## config.mk

```make
export PLATFORM = sky130hd
export DESIGN_NAME = gctt_div
export DESIGN_NICKNAME = d
export VERILOG_FILES = /design/src/hdl/gctt_div.sv
export SDC_FILE = /design/constraint.sdc
export NUM_CORES = 1
export LEC_CHECK = 0
export BUFFER_PORTS_ARGS = -buffer_cell sky130_fd_sc_hd__buf_2
export CAP_MARGIN = 20
export CORE_MARGIN = 1
export CORE_UTILIZATION = 35
export CTS_CLUSTER_SIZE = 14
export DETAILED_ROUTE_END_ITERATION = 8
export GPL_TIMING_DRIVEN = 0
export SYNTH_ARGS = -nofsm -noshare
export SYNTH_HDL_FRONTEND = slang
export SYNTH_SLANG_ARGS = --single-unit
export TNS_END_PERCENT = 5
```

## constraint.sdc

```tcl
create_clock -name clk_i -period 8.71 [get_ports clk_i]
set_clock_uncertainty 0.05 [all_clocks]
set_input_delay 0.871 -clock clk_i [delete_from_list [all_inputs] [get_ports clk_i]]
set_output_delay 0.871 -clock clk_i [all_outputs]
set_load 0.01 [all_outputs]
```

## src/hdl/gctt_div.sv

```systemverilog
// ----------------------------------------------------------------------------
// gctt_div
// Interpolates one channel: floor((a*(gap-d) + b*d) / gap), one quotient bit
// per cycle after a multiply cycle.
// ----------------------------------------------------------------------------
module gctt_div #(
  parameter int unsigned PW = 8
) (
  input  logic          clk_i,
  input  logic          rst_ni,
  input  logic          start_i,
  input  logic [7:0]    a_i,
  input  logic [7:0]    b_i,
  input  logic [PW-1:0] gap_i,
  input  logic [PW-1:0] d_i,
  output logic          done_o,
  output logic [7:0]    quot_o
);

  localparam int unsigned NW = 8 + PW;

  logic          busy_q;
  logic          done_q;
  logic [2:0]    step_q;
  logic [NW-1:0] num_q;
  logic [7:0]    quot_q;
  logic [NW-1:0] dsh;

  // quotient never exceeds 255, so eight restoring steps suffice
  assign dsh = NW'(gap_i) << step_q;

  always_ff @(posedge clk_i or negedge rst_ni) begin
    if (!rst_ni) begin
      busy_q <= 1'b0;
      done_q <= 1'b0;
      step_q <= '0;
    end else begin
      done_q <= 1'b0;
      if (start_i) begin
        busy_q <= 1'b1;
        step_q <= 3'd7;
      end else if (busy_q) begin
        step_q <= step_q - 3'd1;
        if (step_q == 3'd0) begin
          busy_q <= 1'b0;
          done_q <= 1'b1;
        end
      end
    end
  end

  always_ff @(posedge clk_i) begin
    if (start_i) begin
      num_q  <= NW'(a_i) * NW'(gap_i - d_i) + NW'(b_i) * NW'(d_i);
      quot_q <= '0;
    end else if (busy_q) begin
      if (num_q >= dsh) begin
        num_q          <= num_q - dsh;
        quot_q[step_q] <= 1'b1;
      end
    end
  end

  assign done_o = done_q;
  assign quot_o = quot_q;

endmodule
```

# Word level (Yosys, flattened, before mapping)

Index checks and enable logic that the tools add are counted.

Add/sub/neg operators: 4
Multipliers: 2
$lt $le $gt $ge: 3
Shift operators: 1
Multiplexer cells: 13
Bitwise operators: 1
Reduce and logical (&&, ||, !) cells: 6

Operators by type and width:

| kind                | number |
|---|---|
| $mux 16             | 3 |
| $add 16x16->16      | 1 |
| $ge 16x16->1        | 1 |
| $mul 8x8->16        | 1 |
| $mul 9x9->16        | 1 |
| $shl 8x3->16        | 1 |
| $sub 16x16->16      | 1 |
| $sub 8x8->9         | 1 |
| $or 8x8->8          | 1 |
| $mux 1              | 7 |
| $mux 3              | 2 |
| $lt 3x4->1 const B  | 1 |
| $reduce_and 2->1    | 2 |
| $reduce_bool 2->1   | 2 |
| $demux 1 s3         | 1 |
| $ge 3x1->1 const B  | 1 |
| $logic_not 3->1     | 1 |
| $sub 3x1->3 const B | 1 |
| $logic_and 1x1->1   | 1 |

Flip-flop bits (word level): 29
Output and inout bits: 9
Word-level logic and storage cells: 35

# Longest topological paths before layout

Depth in word-level cells: 5
Depth in mapped cells: 29
Mapped depth without buffers: 29

# Least setup slack after synthesis

Ideal clock, no wire load.

Path kind: in2reg
From: in d_i[5]
To: reg num_q[14], data pin
Arrival: 7.126 ns
Setup slack: 1.263 ns
Stages: 27
Path buffers: 1
Cell sequence: clkbuf_1 > inv_1 > ha_1 > and3_1 > a21oi_1 > nand3b_1 > xor2_1 > nand2_1 > fa_1 > fa_1 > inv_1 > fa_1 > inv_1 > fa_1 > inv_1 > fa_1 > inv_1 > fa_1 > inv_1 > ha_1 > and4_1 > a21oi_2 > o31ai_1 > a311o_2 > o31ai_2 > xor2_1 > mux2i_1

Cells in the longest elaborated chain, start to end: 4

RTL lines:

| what                   | RTL line | text |
|---|---|---|
| start: declaration     | 15       | `input logic [PW-1:0] d_i,` |
| $sub 8x8->9            | 54       | `num_q <= NW'(a_i) * NW'(gap_i - d_i) + NW'(b_i) * NW'(d_i);` |
| $mul 9x9->16           | 54       |  |
| $add 16x16->16 *       | 54       |  |
| $mux 16 *              | 53       | `if (start_i) begin` |
| end signal: assignment | 54       |  |
| end signal: assignment | 58       | `num_q <= num_q - dsh;` |
| end: declaration       | 25       | `logic [NW-1:0] num_q;` |

Mark *: on every way between the ends. The rest lies on a longest branch, timed or not.
A chain may end at the register's enable or synchronous reset.

# Worst setup path in the final report

From: in gap_i[0]
To: reg num_q[14], data pin

Cells in the longest elaborated chain, start to end: 5

RTL lines:

| what                                                                 | RTL line | text |
|---|---|---|
| start: declaration                                                   | 14       | `input logic [PW-1:0] gap_i,` |
| parallel branches: the longest is 4 deep, another holds $mul 9x9->16 | --       |  |
| $mux 16 *                                                            | 53       |  |

Mark *: on every way between the ends. The select of a mux whose other input is x is not followed.

==> metrics.txt <==
Layout Cells excl Fill 1137; via count ~5.5k; final wirelength 16.1 mm; Hold Path Class in -> async; crit path time final 7.97 ns; H-tree depth 2; Mapped Nets about 1.1k; Post-Syn Area per Cell ~8.8 µm²; Max transition margin 44.5%; Total GRT Usage 16.2%; Slowest cell on crit path fa_1; Synth area leaders fa_1 29%, ha_1 17%, inv_1 9.6%; PnR worst setup slack 0.739 ns; overall die height 146 µm; Die X roughly 150 µm; total grt overflow 0; Worst-Margin Slew approximately 0.83 ns; share of cells above drive strength 1 6.92%; routability-driven placement congestion ratio 0.856; Starting Density 35.7%; DR iter-0 viols 247; final hold viol count 0; commonest cells in the netlist 185 x inv_1, 104 x fa_1, 100 x ha_1, 72 x and2_1, 71 x nand2_1; initial antenna violation count 0; maxcap violations 0; TritonCTS Sinks 29; Fill cells 2091; Ports 44; Critical Path End Type flip-flop; vias in the first global route about 5.7k; WP data arrival 7.93 ns; Final HPWL DP approximately 14 mm; post-cts repair resize count 0; DR vias/cell 4.81; DRC 0; Synth top area share 28.8%; period utilization ~90%; postcts setup bufs 0; RSZ-0062 raised after global routing false; Final setup viols 0; type of origin of the critical path input port; cell count after synthesis approximately 800; Final nets 1105; setup tns final 0 ns; max-slew violations 0; cell taking the most area after synthesis fa_1; post-synthesis sequential area ratio 10.6%; Req. time, crit path 8.67 ns; outcome finished, final reports clean; antenna cells 0; Hold Worst Slack ~0.35 ns; CTS tree built; Crit path largest cell delay 0.54 ns; cell with the most instances after synthesis inv_1; ANT nets after route 0; EDFF count, synth 16; register bit total from synthesis 29; port buffer count 39; Die ar. between 20000 and 25000 µm²; hold-fix buffer count after cts 0; CTS buffer count 5; count of different cell masters after synthesis 56; critical path class in -> reg; Max Freq roughly 0.13 GHz; largest net degree at the start of global routing 17; Place WS 0.394 ns; WL/cell approximately 14 µm; most used cell, CP fa_1; Cell Area, Synth between 7000 and 8000 µm²; YS warnings 0; maximum buffer depth of the clock tree 2; global-route wire length before repair 27.9 mm; DR pass1 iterations 4; # rows 52; Root Buffer clkbuf_16; Async S/R FF share, synth about 17%; Placed Cells 1129; Area growth, synth to finish 9.68%; Register-to-Register Path Depth 11; worst skew pair latency 0.28 ns; core box area 20200 µm²; Max FO, Critical Path 8; clock-pin slew on the worst setup and hold paths 0.06 ns; Synth Flop Type edfxtp_1
-- final timing paths --
check                      startpoint         to  slack [ns]
setup / recovery             gap_i[0]  num_q[14]        0.74
hold / removal                 rst_ni     done_o        0.35
setup reg to reg            step_q[2]   num_q[1]        4.87
hold reg to reg             quot_o[1]  quot_o[1]        0.42
max in group asynchronous      rst_ni  step_q[0]        8.13
min in group clk_i          quot_o[1]  quot_o[1]        0.42
-- flip-flops by register name, indices dropped and copies added, names as in the netlist --
| signal | flops |
|---|---|
| busy_q | 1 |
| done_o | 1 |
| step_q | 3 |
| num_q | 16 |
| quot_o | 8 |
-- stage by stage --
step           utilization, %  cell area [µm²]
2_1_floorplan               -             7230
3_3_place_gp             38.4             7760
3_5_place_dp             38.4             7760
4_1_cts                  39.2             7930
5_1_grt                  39.2             7930
6_report                 39.2             7930
-- final cells by class --
cell class                 instances  area [µm²]  area share (%)
timing repair buffer              39         195            2.46
inverter                         186         698            8.81
clock inverter                     2        16.3           0.205
sequential                        29         766            9.66
clock buffer                       6         150            1.89
tap                              270         338            4.26
multi-input combinational        591        5710            72.0
buffer                            14        53.8           0.679
-- critical path, delay by kind of cell --
family / cells / cell delay, ns
adder cells (fa/ha/maj): 9 / 4.02
AO/OA/AOI/OAI: 5 / 1.02
AND/OR/NAND/NOR: 4 / 0.72
XOR/XNOR: 2 / 0.72
buffers and inverters: 7 / 0.46
multiplexers: 1 / 0.09
-- placed cells by master (no fill, tap or decap), types with 3 or more instances in the layout --
cell type / instances
dfxtp_1: 8
and2_1: 72
o21bai_1: 5
xor2_1: 12
nand3_1: 8
nand4_1: 3
nor3_1: 6
nand2_1: 71
nor2_1: 23
clkbuf_16: 6
clkbuf_1: 11
and3_1: 3
a21oi_1: 23
dfrtp_1: 5
buf_2: 40
edfxtp_1: 16
o31ai_1: 3
ha_1: 100
inv_1: 185
or3_1: 4
o22ai_1: 9
xnor2_1: 25
o21a_1: 7
a21o_1: 9
or2_2: 4
a211oi_1: 3
nor2b_1: 25
o21ai_0: 16
mux2_2: 3
o21ai_1: 7
fa_1: 104
nand2b_1: 4
mux2i_1: 16
-- routing by layer --
| layer | wire (µm) | up-vias | GRT usage [%] | part of all wire, % |
|---|---|---|---|---|
| met5 | 0 | - | 0 | 0 |
| met4 | 270 | 0 | 4.00 | 1.7 |
| met3 | 527 | 15 | 1.47 | 3.3 |
| met2 | 7600 | 89 | 26.8 | 47 |
| met1 | 7670 | 2689 | 22.7 | 48 |
| li1 | - | 2680 | - | - |
-- cells by family after synthesis --
logic type | synth area share [%]
flops | 10.6
compound gates | 9.16
buf+inv | 10.4
mux | 2.68
xor+xnor | 4.48
fa+ha+maj | 46.1
simple gates | 16.6
Power is not shown: default switching activity piles up to over one toggle a cycle in this logic, so the estimate is an artifact.
